## src/rtl/hsv_pkg.sv

```systemverilog
// Shared constants, types and lane indexes for the HSV to RGB converter.
package hsv_pkg;

  localparam int unsigned HUE_W   = 9;
  localparam int unsigned PCT_W   = 7;
  localparam int unsigned CHAN_W  = 8;
  localparam int unsigned SEC_W   = 4;
  localparam int unsigned FRAC_W  = 6;

  localparam int unsigned PCT_FULL   = 100;
  localparam int unsigned DEG_SECTOR = 60;
  localparam int unsigned CHAN_MAX   = 255;
  localparam int unsigned NUM_SECTORS_SEEN = 8;

  // Scaled value 255*v (v <= 100) and weight 6000 - s*k (k <= 60).
  localparam int unsigned SCALE_W  = 15;
  localparam int unsigned WEIGHT_W = 13;
  localparam int unsigned WEIGHT_FULL = DEG_SECTOR * PCT_FULL;

  // Numerator 255*v*weight plus half of 600000 stays below 2**28.
  localparam int unsigned NUM_W       = 28;
  localparam int unsigned ROUND_BIAS  = (DEG_SECTOR * PCT_FULL * PCT_FULL) / 2;

  // Divide by 600000 = 64 * 9375: shift by 6, then multiply by a reciprocal
  // of 9375 that is exact for every 22-bit dividend.
  localparam int unsigned PRE_SHIFT   = 6;
  localparam int unsigned DIVD_W      = NUM_W - PRE_SHIFT;
  localparam int unsigned RECIP_W     = 24;
  localparam logic [RECIP_W-1:0] RECIP_MULT = 24'd14660156;
  localparam int unsigned RECIP_SHIFT = 37;
  localparam int unsigned PROD_W      = DIVD_W + RECIP_W;
  localparam int unsigned QUOT_W      = PROD_W - RECIP_SHIFT;

  localparam int unsigned NUM_LANES = 4;
  localparam int unsigned LANE_V = 0;
  localparam int unsigned LANE_P = 1;
  localparam int unsigned LANE_Q = 2;
  localparam int unsigned LANE_T = 3;

  typedef enum logic [2:0] {
    SEC_0 = 3'd0,
    SEC_1 = 3'd1,
    SEC_2 = 3'd2,
    SEC_3 = 3'd3,
    SEC_4 = 3'd4,
    SEC_5 = 3'd5
  } hue_sector_t;

  typedef struct packed {
    logic ld_mul;
    logic ld_div;
  } lane_ctl_t;

endpackage

```

## src/rtl/hsv_lane.sv

```systemverilog
// One channel lane: scaled product, rounding bias and reciprocal divide by 600000.
module hsv_lane (
  input  logic                         clk,
  input  hsv_pkg::lane_ctl_t           ctl,
  input  logic [hsv_pkg::SCALE_W-1:0]  scale,
  input  logic [hsv_pkg::WEIGHT_W-1:0] weight,
  output logic [hsv_pkg::QUOT_W-1:0]   quot
);
  import hsv_pkg::*;

  logic [NUM_W-1:0]  num_r;
  logic [NUM_W-1:0]  num_nxt;
  logic [PROD_W-1:0] prod_r;
  logic [PROD_W-1:0] prod_nxt;

  assign num_nxt  = NUM_W'(scale) * NUM_W'(weight) + NUM_W'(ROUND_BIAS);
  assign prod_nxt = PROD_W'(num_r[NUM_W-1:PRE_SHIFT]) * PROD_W'(RECIP_MULT);

  always_ff @(posedge clk) begin
    if (ctl.ld_mul) begin
      num_r <= num_nxt;
    end
    if (ctl.ld_div) begin
      prod_r <= prod_nxt;
    end
  end

  assign quot = prod_r[PROD_W-1:RECIP_SHIFT];

endmodule

```

## src/rtl/hsv_to_rgb_converter_top.sv

```systemverilog
// HSV to RGB converter: five register stages from input word to output word.
// Takes one pixel word per clock while in_tready is high; a word accepted into stage
// one passes in order through the five-stage pipeline (sector decode, weights,
// product, reciprocal divide by 600000, channel placement) and stage five drives
// out_tvalid. Each stage holds its word while the stage after it is full and cannot
// advance, so a stall on the output drops nothing
// and bubbles close up. Saturation and value above 100 are clamped to 100; a hue of
// 360 or above takes the sector-five placement. Channels round half up.
module hsv_to_rgb_converter_top (
  input  logic        clk,
  input  logic        rst_n,
  input  logic        in_tvalid,
  output logic        in_tready,
  input  logic [23:0] in_tdata,   // hue_degrees[8:0], saturation_pct[15:9], value_pct[22:16], 0
  output logic        out_tvalid,
  input  logic        out_tready,
  output logic [23:0] out_tdata   // red[7:0], green[15:8], blue[23:16]
);
  import hsv_pkg::*;

  // stage valids and load enables
  logic v1_r, v2_r, v3_r, v4_r, v5_r;
  logic ld1, ld2, ld3, ld4, ld5;

  assign ld5 = !v5_r || out_tready;
  assign ld4 = !v4_r || ld5;
  assign ld3 = !v3_r || ld4;
  assign ld2 = !v2_r || ld3;
  assign ld1 = !v1_r || ld2;
  assign in_tready = ld1;

  always_ff @(posedge clk) begin
    if (!rst_n) begin
      v1_r <= 1'b0;
      v2_r <= 1'b0;
      v3_r <= 1'b0;
      v4_r <= 1'b0;
      v5_r <= 1'b0;
    end else begin
      if (ld1) v1_r <= in_tvalid;
      if (ld2) v2_r <= v1_r;
      if (ld3) v3_r <= v2_r;
      if (ld4) v4_r <= v3_r;
      if (ld5) v5_r <= v4_r;
    end
  end

  // stage 1: clamp, sector and remainder
  logic [HUE_W-1:0]  hue;
  logic [PCT_W-1:0]  sat_in, val_in;
  logic [SEC_W-1:0]  sec_num;
  logic [HUE_W-1:0]  frac_wide;
  hue_sector_t       sec_nxt;
  hue_sector_t       sec1_r, sec2_r, sec3_r, sec4_r;
  logic [PCT_W-1:0]  sat1_r, sat1_nxt, val1_r, val1_nxt;
  logic [FRAC_W-1:0] frac1_r;

  assign hue    = in_tdata[HUE_W-1:0];
  assign sat_in = in_tdata[HUE_W +: PCT_W];
  assign val_in = in_tdata[HUE_W+PCT_W +: PCT_W];

  always_comb begin
    sec_num = '0;
    for (int i = 1; i <= NUM_SECTORS_SEEN; i++) begin
      if (hue >= HUE_W'(i * DEG_SECTOR)) sec_num = SEC_W'(i);
    end
    frac_wide = hue - HUE_W'(HUE_W'(sec_num) * HUE_W'(DEG_SECTOR));
    sec_nxt   = (sec_num > SEC_W'(SEC_5)) ? SEC_5 : hue_sector_t'(sec_num[2:0]);
    sat1_nxt  = (sat_in > PCT_W'(PCT_FULL)) ? PCT_W'(PCT_FULL) : sat_in;
    val1_nxt  = (val_in > PCT_W'(PCT_FULL)) ? PCT_W'(PCT_FULL) : val_in;
  end

  always_ff @(posedge clk) begin
    if (ld1) begin
      sec1_r  <= sec_nxt;
      frac1_r <= frac_wide[FRAC_W-1:0];
      sat1_r  <= sat1_nxt;
      val1_r  <= val1_nxt;
    end
  end

  // stage 2: scaled value and one weight per lane
  logic [SCALE_W-1:0]  scale2_r;
  logic [WEIGHT_W-1:0] weight2_r [NUM_LANES];
  logic [WEIGHT_W-1:0] weight_nxt [NUM_LANES];
  logic [FRAC_W-1:0]   frac_inv;

  always_comb begin
    frac_inv = FRAC_W'(DEG_SECTOR) - frac1_r;
    weight_nxt[LANE_V] = WEIGHT_W'(WEIGHT_FULL);
    weight_nxt[LANE_P] = WEIGHT_W'(WEIGHT_FULL)
                       - WEIGHT_W'(WEIGHT_W'(sat1_r) * WEIGHT_W'(DEG_SECTOR));
    weight_nxt[LANE_Q] = WEIGHT_W'(WEIGHT_FULL)
                       - WEIGHT_W'(WEIGHT_W'(sat1_r) * WEIGHT_W'(frac1_r));
    weight_nxt[LANE_T] = WEIGHT_W'(WEIGHT_FULL)
                       - WEIGHT_W'(WEIGHT_W'(sat1_r) * WEIGHT_W'(frac_inv));
  end

  always_ff @(posedge clk) begin
    if (ld2) begin
      sec2_r    <= sec1_r;
      scale2_r  <= SCALE_W'(SCALE_W'(val1_r) * SCALE_W'(CHAN_MAX));
      weight2_r <= weight_nxt;
    end
  end

  // stages 3 and 4: lanes
  lane_ctl_t         lane_ctl;
  logic [QUOT_W-1:0] quot [NUM_LANES];

  assign lane_ctl.ld_mul = ld3;
  assign lane_ctl.ld_div = ld4;

  for (genvar g = 0; g < NUM_LANES; g++) begin : g_lane
    hsv_lane u_lane (
      .clk    (clk),
      .ctl    (lane_ctl),
      .scale  (scale2_r),
      .weight (weight2_r[g]),
      .quot   (quot[g])
    );
  end

  always_ff @(posedge clk) begin
    if (ld3) sec3_r <= sec2_r;
    if (ld4) sec4_r <= sec3_r;
  end

  // stage 5: clamp and place channels by sector
  logic [CHAN_W-1:0] ch [NUM_LANES];
  logic [CHAN_W-1:0] red_nxt, green_nxt, blue_nxt;
  logic [CHAN_W-1:0] red_r, green_r, blue_r;

  always_comb begin
    for (int i = 0; i < NUM_LANES; i++) begin
      ch[i] = (quot[i] > QUOT_W'(CHAN_MAX)) ? CHAN_W'(CHAN_MAX) : quot[i][CHAN_W-1:0];
    end
    unique case (sec4_r)
      SEC_0: begin
        red_nxt = ch[LANE_V]; green_nxt = ch[LANE_T]; blue_nxt = ch[LANE_P];
      end
      SEC_1: begin
        red_nxt = ch[LANE_Q]; green_nxt = ch[LANE_V]; blue_nxt = ch[LANE_P];
      end
      SEC_2: begin
        red_nxt = ch[LANE_P]; green_nxt = ch[LANE_V]; blue_nxt = ch[LANE_T];
      end
      SEC_3: begin
        red_nxt = ch[LANE_P]; green_nxt = ch[LANE_Q]; blue_nxt = ch[LANE_V];
      end
      SEC_4: begin
        red_nxt = ch[LANE_T]; green_nxt = ch[LANE_P]; blue_nxt = ch[LANE_V];
      end
      default: begin
        red_nxt = ch[LANE_V]; green_nxt = ch[LANE_P]; blue_nxt = ch[LANE_Q];
      end
    endcase
  end

  always_ff @(posedge clk) begin
    if (ld5) begin
      red_r   <= red_nxt;
      green_r <= green_nxt;
      blue_r  <= blue_nxt;
    end
  end

  assign out_tvalid = v5_r;
  assign out_tdata  = {blue_r, green_r, red_r};

  // an empty output stage frees every stage before it
  a_empty_out_ready: assert property (@(posedge clk) disable iff (!rst_n)
    !v5_r |-> in_tready)
    else $error("input stalled with empty output stage");

  // a stalled word in stage four stays there
  a_stall_holds: assert property (@(posedge clk) disable iff (!rst_n)
    (v4_r && v5_r && !out_tready) |=> (v4_r && v5_r))
    else $error("word lost under output stall");

  // a full pipeline under stall takes no new word
  a_full_blocks: assert property (@(posedge clk) disable iff (!rst_n)
    (v1_r && v2_r && v3_r && v4_r && v5_r && !out_tready) |-> !in_tready)
    else $error("word accepted into a full pipeline");

endmodule

```

## config.mk

```make
export PLATFORM = sky130hd
export DESIGN_NAME = hsv_to_rgb_converter_top
export DESIGN_NICKNAME = d
export VERILOG_FILES = /design/src/rtl/hsv_pkg.sv /design/src/rtl/hsv_lane.sv /design/src/rtl/hsv_to_rgb_converter_top.sv
export SDC_FILE = /design/constraint.sdc
export NUM_CORES = 2
export LEC_CHECK = 0
export BUFFER_PORTS_ARGS = -buffer_cell sky130_fd_sc_hd__buf_2
export CORE_MARGIN = 1.5
export CORE_UTILIZATION = 50
export CTS_CLUSTER_DIAMETER = 50
export DETAILED_ROUTE_END_ITERATION = 8
export PLACE_DENSITY = 0.65
export SLEW_MARGIN = 20
export SYNTH_ARGS = -nofsm -noshare
export SYNTH_HDL_FRONTEND = slang
export SYNTH_HIERARCHICAL = 1
export SYNTH_SLANG_ARGS = --single-unit
```

## constraint.sdc

```tcl
create_clock -name clk -period 7.15 [get_ports clk]
set_input_delay 0.3575 -clock clk [delete_from_list [all_inputs] [get_ports clk]]
set_output_delay 0.3575 -clock clk [all_outputs]
set_load 0.02 [all_outputs]
```

[Word level (Yosys, flattened, before mapping)]
Cells that the tools add are included.
Storage, ports and cells
  register bits: 403
  input port bits: 28
  output and inout bits: 26
  word-level logic and storage cells: 98
Cells by class
  $add $sub $neg: 9
  multipliers: 13
  $lt $le $gt $ge: 15
  equal/unequal tests: 4
  muxes and demuxes: 15
  reductions and logical operators: 15
Operators by type and width (count)
  multiplier 22 x 22 -> 44 bit, second input constant: 4
  adder 28 x 19 -> 28 bit, second input constant: 4
  multiplier 15 x 13 -> 28 bit: 3
  case mux 8 bit (3 select lines): 3
  subtractor 13 bit, first input constant: 3
  greater-or-equal comparator 9 bit, second input constant: 4
  greater-than comparator 9 x 8 -> 1 bit, second input constant: 4
  2-to-1 mux 8 bit: 4
  2-to-1 mux 4 bit: 7
  multiplier 7 x 6 -> 13 bit: 2
  multiplier 15 x 9 -> 24 bit, second input constant: 1
  greater-or-equal comparator 9 x 8 -> 1 bit, second input constant: 2
  multiplier 7 x 8 -> 15 bit, second input constant: 1
  greater-than comparator 7 bit, second input constant: 2
  multiplier 7 x 4 -> 11 bit, second input constant: 1
  greater-or-equal comparator 9 x 6 -> 1 bit, second input constant: 1
  greater-or-equal comparator 9 x 7 -> 1 bit, second input constant: 1
  OR reduction 2 bit: 4
  == test 3 x 2 -> 1 bit, second input constant: 2
  subtractor 6 bit: 1
  subtractor 6 bit, first input constant: 1
  zero test 1 bit: 5
  logical OR 1 bit: 5
  greater-than comparator 4 x 3 -> 1 bit, second input constant: 1
  5 further kinds: 5

[Longest topological paths before layout]
  depth in word-level cells: 11
  mapped depth: 23
  mapped depth without buffers: 23

[Cells and area by module]
Netlist, hierarchy kept.
By module, submodules not included
  hsv_lane (g_lane[3].u_lane): instances 1, cells an instance 1616, area an instance 15850.2 um^2
  hsv_lane (g_lane[2].u_lane): instances 1, cells an instance 1592, area an instance 15651.3 um^2
  hsv_lane (g_lane[0].u_lane): instances 1, cells an instance 1571, area an instance 15556.2 um^2
  hsv_lane (g_lane[1].u_lane): instances 1, cells an instance 1568, area an instance 15414.8 um^2
  hsv_to_rgb_converter_top: instances 1, cells an instance 933, area an instance 9645.5 um^2

[Worst setup path before layout]
OpenSTA, ideal clock, no wires.
  path kind: reg2reg
  from: register g_lane[0].u_lane.num_r[15]
  to: register g_lane[0].u_lane.prod_r[45] (data pin)
  setup time: 135 ps
  arrival time: 6169 ps
  path slack: 846 ps
  cell stages (with the launch flop): 20
  period minus slack after synthesis: 6304 ps
  path through: edfxtp_1 -> inv_1 -> fa_1 -> inv_1 -> fa_1 -> fa_1 -> fa_1 -> fa_1 -> fa_1 -> inv_1 -> fa_1 -> inv_1 -> ha_1 -> nand4_1 -> nor3_2 -> nand3_1 -> a211oi_2 -> a31oi_2 -> or4_1 -> nand3_1
On the way
  longest elaborated chain between the ends: 1
Ends and longest elaborated chain
  from (decl): RTL line hsv_lane.sv:11  | logic [NUM_W-1:0] num_r;
  from (signal assigned): RTL line hsv_lane.sv:21  | num_r <= num_nxt;
  multiplier 22 x 22 -> 44 bit: RTL line hsv_lane.sv:17  | assign prod_nxt = PROD_W'(num_r[NUM_W-1:PRE_SHIFT]) * PROD_W'(RECIP_MULT);
  net g_lane[0].u_lane.prod_nxt[45]: RTL line hsv_lane.sv:14  | logic [PROD_W-1:0] prod_nxt;
  to (signal assigned): RTL line hsv_lane.sv:24  | prod_r <= prod_nxt;
  to (decl): RTL line hsv_lane.sv:13  | logic [PROD_W-1:0] prod_r;
The timed path passes the listed nets, and every way through them passes these cells.
A chain may end at the register's enable or synchronous reset.

[Worst setup path after layout]
  from: register g_lane[0].u_lane.num_r[13]
  to: register g_lane[0].u_lane.prod_r[45] (data pin)
The elaborated chain is that of the path after synthesis.

==> flow_summary.json <==
{
  "period_share_pct": 94.7,
  "hold_path.class": "input port to flop",
  "ys_seq_area_share_pct": 9.76,
  "synth_top_area_share_pct": 40.9,
  "dp_hpwl_um": 146000,
  "pre_cts_slack_ns": 0.205,
  "core_area_um2": 143000,
  "setup_slack_ns": 0.380,
  "setup_viol": 0,
  "fmaxAchievable_mhz": 148,
  "diodes": 0,
  "critPathKind": "flop to flop",
  "yosysWarnings": 6,
  "postRouteAntennaNets": 0,
  "numCtsBuffers": 39,
  "cts_root_buf": "clkbuf_16",
  "synth_top_family_by_area": "adder cells",
  "routed_wl_um": 168000,
  "synth_xor_xnor_area_share_pct": 2.27,
  "syn_inst": 7280,
  "synth-seq-cells": 236,
  "drv_slew": 0,
  "period_needed_ns": 6.77,
  "grt_max_degree": 61,
  "drtPass1Iterations": 6,
  "die_y_um": 383,
  "viasPerCell": 5.29,
  "io_pins": 54,
  "hold_violations": 0,
  "cp-end-kind": "flop",
  "drtIter0Drc": 2612,
  "path_clk_slew_ns": 0.05,
  "synth_compound_area_share_pct": 6.79,
  "run_status": "complete, no violations",
  "netlist_area_um2": 72100,
  "tightest_slew_ns": 1.08,
  "start_util_pct": 50.3,
  "synth.distinct_cells": 106,
  "antenna_found_initial": 4,
  "ys_async_sr_fraction_pct": 0,
  "cap_viol_max_count": 0,
  "synthAdderAreaFrac_pct": 60.4,
  "area_delta_synth_final_pct": 5.99,
  "die-area_um2": 147000,
  "dieWidth_um": 383,
  "synth_simple_gate_area_share_pct": 10.1,
  "fillers": 13000,
  "drc_errors": 0,
  "routed-via-count": 49300,
  "clock_path_buffers": 3,
  "clkLatencyLatePin_ns": 0.61,
  "synth_top_flop_cell": "edfxtp_1",
  "multiInputGateArea_um2": 57900,
  "grt_pass1_vias": 52200,
  "crit_path_start_kind": "flop",
  "grt_usage_pct": 23.8,
  "gp_congestion": 0.938,
  "synth_edf_count": 231,
  "syn_avg_cell_area_um2": 9.91,
  "nets": 10000,
  "required_ns": 7.62,
  "fp-row-count": 139,
  "cts_tree": "built",
  "post-route-util_pct": 53.3,
  "yosys.area.top_type": "fa_1",
  "fin_skew_ns": 0.0413,
  "synth.top_cells.by_area": "fa_1 41%, ha_1 19%, inv_1 9.6%, edfxtp_1 9.6%, nand2_1 3.5%",
  "gr-total-overflow": 0,
  "muxShareOfSynthArea_pct": 0.205,
  "layout.area.seq_um2": 7040,
  "path_max_fanout": 6,
  "slew_headroom_pct": 28.0,
  "wl_per_cell_um": 18.1,
  "grt_pass1_wl_um": 275000,
  "cts_max_level": 2,
  "drive_gt1_share_pct": 3.53,
  "cts.sinks": 236,
  "port-buffer-count": 52,
  "worstPathArrival_ns": 7.24
}
[what timing repair did]
| item | in CTS | in global routing |
|---|---|---|
| gates resized for setup | 0 | 3 |
| hold endpoints to repair | 7 | 0 |
| setup buffers | 0 | 2 |
| endpoints found under the setup margin | 0 | 5 |
| hold buffers | 7 | 0 |
[sequential cells by signal, indices dropped and copies added (netlist names)]
| signal | cells |
|---|---|
| g_lane.u_lane/num_r | 88 |
| g_lane.u_lane/prod_r | 36 |
| weight2_r | 36 |
| scale2_r | 15 |
| blue_r | 8 |
| green_r | 8 |
| red_r | 8 |
| sat1_r | 7 |
| val1_r | 7 |
| frac1_r | 6 |
| sec1_r | 3 |
| sec2_r | 3 |
| sec3_r | 3 |
| sec4_r | 3 |
| out_tvalid | 1 |
| v1_r | 1 |
| v2_r | 1 |
| v3_r | 1 |
| v4_r | 1 |
[cells in the mapped netlist, types with 14 or more instances]
cell type	count
o21a_1	24
and3_1	23
o221ai_1	14
o21ai_0	111
o21bai_1	20
o21ai_1	28
ha_1	1121
nor3_1	45
edfxtp_1	231
nand2_1	667
nand3_1	68
a31oi_1	16
or3_1	15
and2_1	353
nand2b_1	20
fa_1	1473
o211ai_1	29
a21oi_1	224
nor2b_1	28
xor2_1	63
a211oi_1	28
nand4_1	48
nor2_1	155
inv_1	1854
a21o_1	103
clkbuf_1	149
xnor2_1	124
[routing by layer]
metal	global-route usage [%]	routed length (µm)	vias up
met2	38.3	77900	1181
met5	0	39	-
met1	33.4	75300	25000
li1	-	-	22800
met4	5.62	4010	6
met3	4.58	11000	194
[worst paths after layout]
path                              start                           to  slack [ns]  depth (start not counted)
min reg2reg                   sec3_r[2]                    sec4_r[2]        0.41                          0
max          g_lane[0].u_lane/num_r[13]  g_lane[0].u_lane/prod_r[45]        0.38                         19
max reg2reg  g_lane[0].u_lane/num_r[13]  g_lane[0].u_lane/prod_r[45]        0.38                         19
min                           in_tvalid                         v1_r        0.03                          3
[worst max-delay path, cell delays in order, from the launching register on]
cell and delay, ns:
edfxtp_1 0.53, inv_1 0.24, fa_2 0.53, fa_1 0.49, inv_1 0.05, fa_1 0.50, fa_1 0.53, fa_1 0.52
fa_1 0.55, inv_1 0.06, fa_1 0.53, inv_1 0.04, ha_1 0.37, nand4_1 0.19, nor3_2 0.20, nand3_1 0.15
a211oi_4 0.31, a31oi_2 0.21, or4_1 0.54, nand3_1 0.09
[cell families after synthesis]
group,after synthesis
muxes,14
adders and majority gates,2595
AOI/OAI and AO/OA,740
xor gates and xnor gates,187
buffers and inverters,2011
DFF,236
and+or+nand+nor,1495
other,2
[stage by stage]
step / area (µm²) / hold slack (ns) / instances / setup TNS, ns
global placement: 75100 / 0.405 / 9236 / 0
CTS: 76400 / 0.00930 / 9313 / 0
floorplan: 72400 / 0.400 / 7365 / 0
global route: 76400 / 0.0217 / 9315 / -0.00505
detailed placement: 75100 / 0.411 / 9236 / 0
finish: 76400 / 0.0335 / 9315 / 0
[final cells by class]
type                       instances  share of cell area [%]
clock inverter                    25                   0.314
timing repair buffer             134                    1.23
tap                             1903                    3.11
clock buffer                      45                    1.33
inverter                        1854                    9.11
sequential                       236                    9.21
multi-input combinational       5118                    75.7
[layout by cell type (no fill, tap or decap), types with 29 or more instances in the layout]
master     count
a21o_1       103
a21oi_1      224
and2_1       353
buf_2         52
buf_4         71
clkbuf_16     40
conb_1        87
edfxtp_1     231
fa_1        1472
ha_1        1121
inv_1       1853
nand2_1      665
nand3_1       68
nand4_1       48
nor2_1       155
nor3_1        45
o211ai_1      29
o21ai_0      111
xnor2_1      124
xor2_1        63
Power is not shown: default switching activity piles up to over one toggle a cycle in this logic, so the estimate is an artifact.
